`src/sv/assert_macros.svh`:
```
// assertion macros for the trimmed mean block
`ifndef ASSERT_MACROS_SVH
`define ASSERT_MACROS_SVH
// implication checked on every edge out of reset
`define ASSERT_IMP(label, clk, rst_n, ante, cons) \
	label: assert property (@(posedge clk) disable iff (!rst_n) (ante) |-> (cons)) \
		else $error("assertion failed");
// next-cycle implication
`define ASSERT_NEXT(label, clk, rst_n, ante, cons) \
	label: assert property (@(posedge clk) disable iff (!rst_n) (ante) |=> (cons)) \
		else $error("assertion failed");
`endif

```
`src/sv/swtm_pkg.sv`:
```
// shared types and constants for the trimmed mean block
package swtm_pkg;
	localparam int MaxWindow  = 1024;
	localparam int SampleBits = 16;
	localparam int IdxBits    = $clog2(MaxWindow);
	localparam int LenBits    = 11;
	localparam int TrimBits   = 9;
	localparam int SumBits    = 26;
	localparam int CfgIdxBits = 32;
	localparam int CfgDatBits = 32;

	localparam logic [CfgIdxBits-1:0] RegWindowLen = 32'd0;
	localparam logic [CfgIdxBits-1:0] RegTrimCount = 32'd1;

	typedef enum logic [3:0] {
		ST_IDLE,
		ST_EVRD,
		ST_EVCHK,
		ST_EVSHIFT,
		ST_INSRD,
		ST_INSCHK,
		ST_SUMRD,
		ST_SUMACC,
		ST_DIV,
		ST_OUT
	} state_t;
endpackage

```
`src/sv/swtm_div.sv`:
```
// restoring divider, one quotient bit per cycle
module swtm_div (
	input  logic                        clk,
	input  logic                        arst_n,
	input  logic                        start,
	input  logic [swtm_pkg::SumBits-1:0] dividend,
	input  logic [swtm_pkg::LenBits-1:0] divisor,
	output logic                        done,
	output logic [swtm_pkg::SumBits-1:0] quotient
);
	import swtm_pkg::*;

	localparam int CntBits = $clog2(SumBits + 1);

	logic [SumBits-1:0] quo_q;
	logic [LenBits:0]   rem_q;
	logic [LenBits-1:0] dvs_q;
	logic [CntBits-1:0] cnt_q;
	logic               busy_q;
	logic               done_q;
	logic [LenBits:0]   trial;

	// shift in next dividend bit
	assign trial = {rem_q[LenBits-1:0], quo_q[SumBits-1]};

	// iteration register; done rises once the last quotient bit has landed
	always_ff @(posedge clk or negedge arst_n) begin
		if (!arst_n) begin
			busy_q <= 1'b0;
			done_q <= 1'b0;
			cnt_q  <= '0;
		end else begin
			done_q <= busy_q && !start && (cnt_q == CntBits'(1));
			if (start) begin
				busy_q <= 1'b1;
				cnt_q  <= CntBits'(SumBits);
			end else if (busy_q) begin
				cnt_q <= cnt_q - 1'b1;
				if (cnt_q == CntBits'(1)) begin
					busy_q <= 1'b0;
				end
			end
		end
	end

	// datapath
	always_ff @(posedge clk) begin
		if (start) begin
			quo_q <= dividend;
			rem_q <= '0;
			dvs_q <= divisor;
		end else if (busy_q) begin
			if (trial >= {1'b0, dvs_q}) begin
				rem_q <= trial - {1'b0, dvs_q};
				quo_q <= {quo_q[SumBits-2:0], 1'b1};
			end else begin
				rem_q <= trial;
				quo_q <= {quo_q[SumBits-2:0], 1'b0};
			end
		end
	end

	assign done     = done_q;
	assign quotient = quo_q;
endmodule
```
`config.mk`:
```
export PLATFORM = sky130hd
export DESIGN_NAME = swtm_div
export DESIGN_NICKNAME = d
export VERILOG_FILES = /design/src/sv/assert_macros.svh /design/src/sv/swtm_pkg.sv /design/src/sv/swtm_div.sv
export SDC_FILE = /design/constraint.sdc
export NUM_CORES = 1
export LEC_CHECK = 0
export BUFFER_PORTS_ARGS = -buffer_cell sky130_fd_sc_hd__buf_2
export CAP_MARGIN = 10
export CORE_MARGIN = 2
export CORE_UTILIZATION = 50
export CTS_CLUSTER_DIAMETER = 120
export DETAILED_ROUTE_END_ITERATION = 10
export PLACE_DENSITY = 0.75
export SLEW_MARGIN = 20
export SYNTH_ARGS = -nofsm -noshare
export SYNTH_HDL_FRONTEND = slang
export SYNTH_SLANG_ARGS = --single-unit
```
`constraint.sdc`:
```
create_clock -name clk -period 3.6 [get_ports clk]
set_input_delay 0.54 -clock clk [delete_from_list [all_inputs] [get_ports clk]]
set_output_delay 0.54 -clock clk [all_outputs]
set_load 0.005 [all_outputs]
```
==> flow_metrics.tcl, run 1 <==
set metrics [dict create \
    status "finished clean" \
    port_buffers 66 \
    syn-cell-area_um2 2882 \
    finalHoldWorstSlack_ps 54.78 \
    netSwitchingFraction_pct 32.64 \
    p_int_w 0.001249 \
    layout_commonest_cell "buf_2" \
    max_freq_mhz 379.0 \
    core_um2 5540 \
    critical_path_arrival_ps 2870 \
    grt_pass1_vias 1884 \
    hold_viol_final 0 \
    clock_latency_ps 300 \
    fin_worst_skew_ps 5.681 \
    cp-end-kind "flip-flop" \
    switching_power_w 0.0006054 \
    cts_buffers 5 \
    seq_power_share_pct 45.7 \
    drc_errors 0 \
    first_pass_iters 4 \
    r2r_slack_ps 960 \
    vdd_drop_max_mv 0.2599 \
    drt_iter0_drc 122 \
    wl_per_cell_um 14.39 \
    synth.net_count 287 \
    fp-row-count 27 \
    grt_max_degree 33 \
    place_ws_ps 984.5 \
    stdcell_area_um2 3349 \
    layout_worst_path_cycle_share_pct 73.30 \
    yosysWarnings 0 \
    relSlewSlack_pct 31.86 \
    use_met1_pct 21.42 \
    cpMaxStageDelayCell "o21ai_4" \
    async_reset_ff_share_pct 12.73 \
    die_y_um 79.92 \
    critPathKind "reg2reg" \
    critical-path-top-delay-family "compound AO/OA/AOI/OAI gates" \
    synth_ff_type "edfxtp_1" \
    synth-edff-count 37 \
    hpwl_mm 3.968 \
    drtAntennaViolNets 0 \
    cts_tree "done" \
    syn2layout_area_growth_pct 16.24 \
    max_stage_delay_ps 430 \
    antenna_found_initial 0 \
    tns_ps 0 \
    crit_chain "inv_1 > ha_1 > fa_1 > nor2b_1 > o31a_1 > o21ai_2 > o21ai_4 > mux2_4 > a211oi_2" \
    rsz0062_at_grt "no" \
    cp_num_buf_inv 1 \
    nets 352 \
    p_comb_share_pct 36.4 \
    setup_ws_ps 961.2 \
    cts_max_level 2 \
    final_cell_mix "buf_2 (66), edfxtp_1 (37), mux2_2 (26)" \
    initial_core_util_pct 52.01 \
    drive_above_1_share_pct 36.79 \
    routed_wl_mm 5.337 \
    leakagePower_nw 1.433 \
    die-width_um 79.92 \
    grt_pass1_wl_mm 8.728 \
    pin_count 67 \
    gr-usage-met2_pct 31.33 \
    clkTransAtPathRegs_ps 100 \
    place.gp.congestion 0.8009 \
    worst_setup_path_start_kind "flip-flop" \
    crit_fanout 14 \
    vias_per_cell 5.334 \
    power_density_nw_per_um2 553.7 \
    synthCells 233 \
    gr-usage-all-layers_pct 17.49 \
    slew_violations 0 \
    cts_setup_buffers 0 \
    tightest_slew_ps 1022 \
    syn_area_per_cell_um2 12.37 \
    cts.sinks 55 \
    ys_types 48 \
    die_area_um2 6386 \
    p_total_w 0.001855 \
    use_met3_pct 3.394 \
    overflow 0 \
    min_path_type "in2async" \
    diodes 0 \
    ctsHoldBuffers 0 \
    dpl-instance-area_um2 3261 \
    clk_path_buf_depth 2 \
    fillers 493 \
    yosys_register_bits 55 \
    via_count 1979 \
    setup_viol 0 \
    cp.required_ps 3830 \
    drv_cap 0 \
    synth_seq_area_share_pct 52.28 \
    pwr-share-clk_pct 17.9 \
    grt_busiest_layer "met2" \
    finalCriticalPeriod_ps 2639 \
    cts-resized-gates 0 \
    cts-root-buf "clkbuf_8" \
]
-- worst paths after layout --
check	from	to	cells after the start
worst max-delay path	quotient[25]	rem_q[0]	9
worst min register to register	rem_q[3]	rem_q[3]	2
worst min-delay path	arst_n	cnt_q[3]	1
max in group asynchronous	arst_n	cnt_q[0]	1
min in group clk	divisor[0]	dvs_q[0]	1
worst max register to register	quotient[25]	rem_q[0]	9
-- sequential cells by signal, summed over array words and instances (netlist names) --
register / count
rem_q: 11
done: 1
cnt_q: 5
busy_q: 1
dvs_q: 11
quotient: 26
-- cell usage after synthesis (2+ instances only) --
master / n / area share (%)
nor4b_1: 2 / 0.61
o31a_1: 2 / 0.61
o211ai_1: 4 / 1.0
xnor2_1: 8 / 2.4
nor2b_1: 2 / 0.43
nor4bb_1: 3 / 1.0
nor3b_1: 2 / 0.52
a21o_1: 2 / 0.52
mux2_2: 26 / 10
ha_1: 13 / 5.6
buf_1: 5 / 0.65
nor2_1: 18 / 2.3
o22ai_1: 2 / 0.43
clkbuf_1: 3 / 0.39
a21oi_1: 5 / 0.87
nor3_1: 3 / 0.52
dfxtp_1: 11 / 7.6
o21a_1: 2 / 0.52
nand2_1: 9 / 1.2
a311oi_1: 2 / 0.61
a211oi_1: 7 / 1.8
inv_1: 15 / 2.0
o21ai_0: 8 / 1.4
nand2b_1: 7 / 1.5
dfrtp_1: 7 / 6.1
edfxtp_1: 37 / 39
mux2i_1: 6 / 2.1
o31ai_1: 2 / 0.52
-- power groups by stage --
stage / combinational (W) / sequential [W] / clock (W)
CTS: 0.000678 / 0.000848 / 0.000342
finish: 0.000675 / 0.000847 / 0.000333
global route: 0.000755 / 0.000861 / 0.000367
global placement: 0.000661 / 0.000857 / 0
detailed placement: 0.000673 / 0.000862 / 0
floorplan: 0.000544 / 0.000849 / 0
-- routing by layer --
| layer | wire, µm | part of all wire, % |
|---|---|---|
| met1 | 2338 | 44 |
| met4 | 40 | 0.75 |
| met3 | 120 | 2.2 |
| met2 | 2837 | 53 |
| met5 | 0 | 0 |
-- metrics by stage --
stage,instances,utilization [%]
5_1_grt,371,60.46
4_1_cts,371,60.46
2_1_floorplan,233,-
3_3_place_gp,363,58.85
6_report,371,60.46
3_5_place_dp,363,58.85
-- cell families (layout without fill, tap and decap cells) --
kind of cell / count (synthesis) / count (layout) / share of synthesized area, %
buf+inv: 25 / 91 / 3.908
fa+ha+maj: 14 / 14 / 6.340
simple gates: 57 / 57 / 11.38
flops: 55 / 55 / 52.28
xor+xnor: 9 / 9 / 2.736
mux: 33 / 33 / 12.77
compound gates: 40 / 40 / 10.59
-- cell type report --
cell class / count / area [µm²] / share of cell area [%]
inverter: 15 / 56.30 / 1.681
timing repair buffer: 68 / 345.3 / 10.31
tap: 72 / 90.09 / 2.690
clock inverter: 3 / 20.02 / 0.5977
clock buffer: 5 / 68.82 / 2.055
sequential: 55 / 1506 / 44.98
multi-input combinational: 153 / 1262 / 37.69
(Power assumes the default switching activity.)
==> inputs of run 2 (changes only) <==
--- a/config.mk
+++ b/config.mk
@@ -8,7 +8,7 @@
 export BUFFER_PORTS_ARGS = -buffer_cell sky130_fd_sc_hd__buf_2
 export CAP_MARGIN = 10
 export CORE_MARGIN = 2
-export CORE_UTILIZATION = 50
+export CORE_UTILIZATION = 48
 export CTS_CLUSTER_DIAMETER = 120
 export DETAILED_ROUTE_END_ITERATION = 10
 export PLACE_DENSITY = 0.75
==> constraint.sdc (replaced) <==
create_clock -name clk -period 2.37 [get_ports clk]
set_input_delay 0.3555 -clock clk [delete_from_list [all_inputs] [get_ports clk]]
set_output_delay 0.3555 -clock clk [all_outputs]
set_load 0.005 [all_outputs]
==> flow_metrics.tcl, run 2 (synthesis results as in run 1) <==
set metrics [dict create \
    status "finished clean" \
    clock_latency_ps 320 \
    cp.required_ps 2590 \
    die_y_um 81.48 \
    slew_violations 0 \
    syn2layout_area_growth_pct 22.15 \
    dpl-instance-area_um2 3332 \
    die-width_um 81.48 \
    layout_worst_path_cycle_share_pct 97.47 \
    largest_reg_flops 26 \
    wl_per_cell_um 14.01 \
    leakagePower_nw 1.522 \
    layout_commonest_cell "buf_2" \
    tightest_slew_ps 604.6 \
    grt_pass1_vias 1948 \
    critical_path_arrival_ps 2530 \
    worst_setup_path_start_kind "flip-flop" \
    nets 366 \
    final_cells 388 \
    grt_pass1_wl_mm 8.914 \
    first_pass_iters 4 \
    initial_core_util_pct 49.25 \
    vdd_drop_max_mv 0.4003 \
    grt_max_degree 27 \
    vias_per_cell 5.204 \
    pin_count 67 \
    overflow 0 \
    cts_max_level 2 \
    cts_buffers 5 \
    rsz0062_at_grt "yes" \
    hpwl_mm 4.059 \
    clk_path_buf_depth 2 \
    drv_cap 0 \
    crit_fanout 5 \
    setup_viol 0 \
    relSlewSlack_pct 59.70 \
    port_buffers 66 \
    min_path_type "in2reg" \
    whs_path_depth 1 \
    finalCriticalPeriod_ps 2310 \
    place.gp.congestion 0.8308 \
    power_density_nw_per_um2 863.9 \
    drt_iter0_drc 53 \
    antenna_found_initial 0 \
    placed_cells 375 \
    die_area_um2 6639 \
    gr-usage-all-layers_pct 17.39 \
    fp-row-count 28 \
    final_cell_mix "buf_2 (66), edfxtp_1 (37), mux2_2 (26)" \
    fin_worst_skew_ps 14.69 \
    max_freq_mhz 432.9 \
    cts_tree "done" \
    diodes 0 \
    core_um2 5851 \
    clkTransAtPathRegs_ps 100 \
    rr_worst_depth 10 \
    drtAntennaViolNets 0 \
    routed_wl_mm 5.437 \
    via_count 2019 \
    tns_ps 0 \
    stdcell_area_um2 3520 \
    cts-root-buf "clkbuf_8" \
    critPathKind "reg2reg" \
    hold_viol_final 0 \
    drive_above_1_share_pct 41.21 \
    cp-end-kind "flip-flop" \
    cts.sinks 55 \
    drc_errors 0 \
]
==> run 2: area by class of cell <==
class / count / area (µm²)
Timing Repair Buffer: 82 / 456.7
Clock buffer: 6 / 93.84
Multi-Input combinational cell: 153 / 1292
Inverter: 15 / 56.30
Clock inverter: 2 / 20.02
Sequential cell: 55 / 1506
Tap cell: 75 / 93.84
Fill cell: 476 / 2331
==> run 2: repair_timing <==
| action | in CTS | in global routing |
|---|---|---|
| gates resized for setup | 2 | 6 |
| buffers inserted | 3 | 1 |
| setup endpoints to repair | 7 | 12 |
| hold endpoints to repair | 7 | 0 |
| hold buffers | 1 | 0 |
| pin swaps | 2 | 13 |
| cloned | 0 | 0 |
==> run 2: layer usage <==
| metal | share of wire (%) | GRT usage (%) |
|---|---|---|
| met1 | 44 | 21.65 |
| met2 | 51 | 30.25 |
| met3 | 2.9 | 3.297 |
| met4 | 1.8 | 5.932 |
| met5 | 0 | 0 |
==> run 2: where the power goes <==
| group | switching [W] | total (W) | internal (W) |
|---|---|---|---|
| Sequential | 0.000101 | 0.00129 | 0.00119 |
| Combinational | 0.000558 | 0.00114 | 0.000583 |
| Clock | 0.000329 | 0.000613 | 0.000284 |
| Total | 0.000988 | 0.00304 | 0.00205 |
==> run 2: critical path, cell delays in order, from the launching register on <==
cell and delay (ps):
edfxtp_1 380, inv_1 90, ha_4 170, fa_2 400, nor2b_2 130, o31a_1 180, o21ai_2 90, buf_4 170
nor4bb_2 270, o31ai_1 90, a311oi_1 250
==> run 2: per-stage QoR <==
| step | total power, W | setup WS, ps | util [%] | hold WS, ps |
|---|---|---|---|---|
| after global placement | 0.002354 | 58.19 | 56.95 | 196.2 |
| after CTS | 0.003035 | 15.61 | 59.56 | 206.9 |
| final | 0.003041 | 60.00 | 60.16 | 213.0 |
| after detailed placement | 0.002391 | -39.46 | 56.95 | 199.8 |
| after global routing | 0.003236 | -88.68 | 60.16 | 197.8 |
| after floorplan | 0.002115 | 162.9 | - | 59.91 |
==> run 2: path summary, 6_finish.rpt <==
path	from	to	slack [ps]
hold reg to reg	rem_q[7]	rem_q[7]	520
setup / recovery	quotient[25]	rem_q[10]	60
setup reg to reg	quotient[25]	rem_q[10]	60
hold / removal	divisor[1]	dvs_q[1]	210
min in group asynchronous	arst_n	cnt_q[2]	390
max in group asynchronous	arst_n	cnt_q[1]	1810
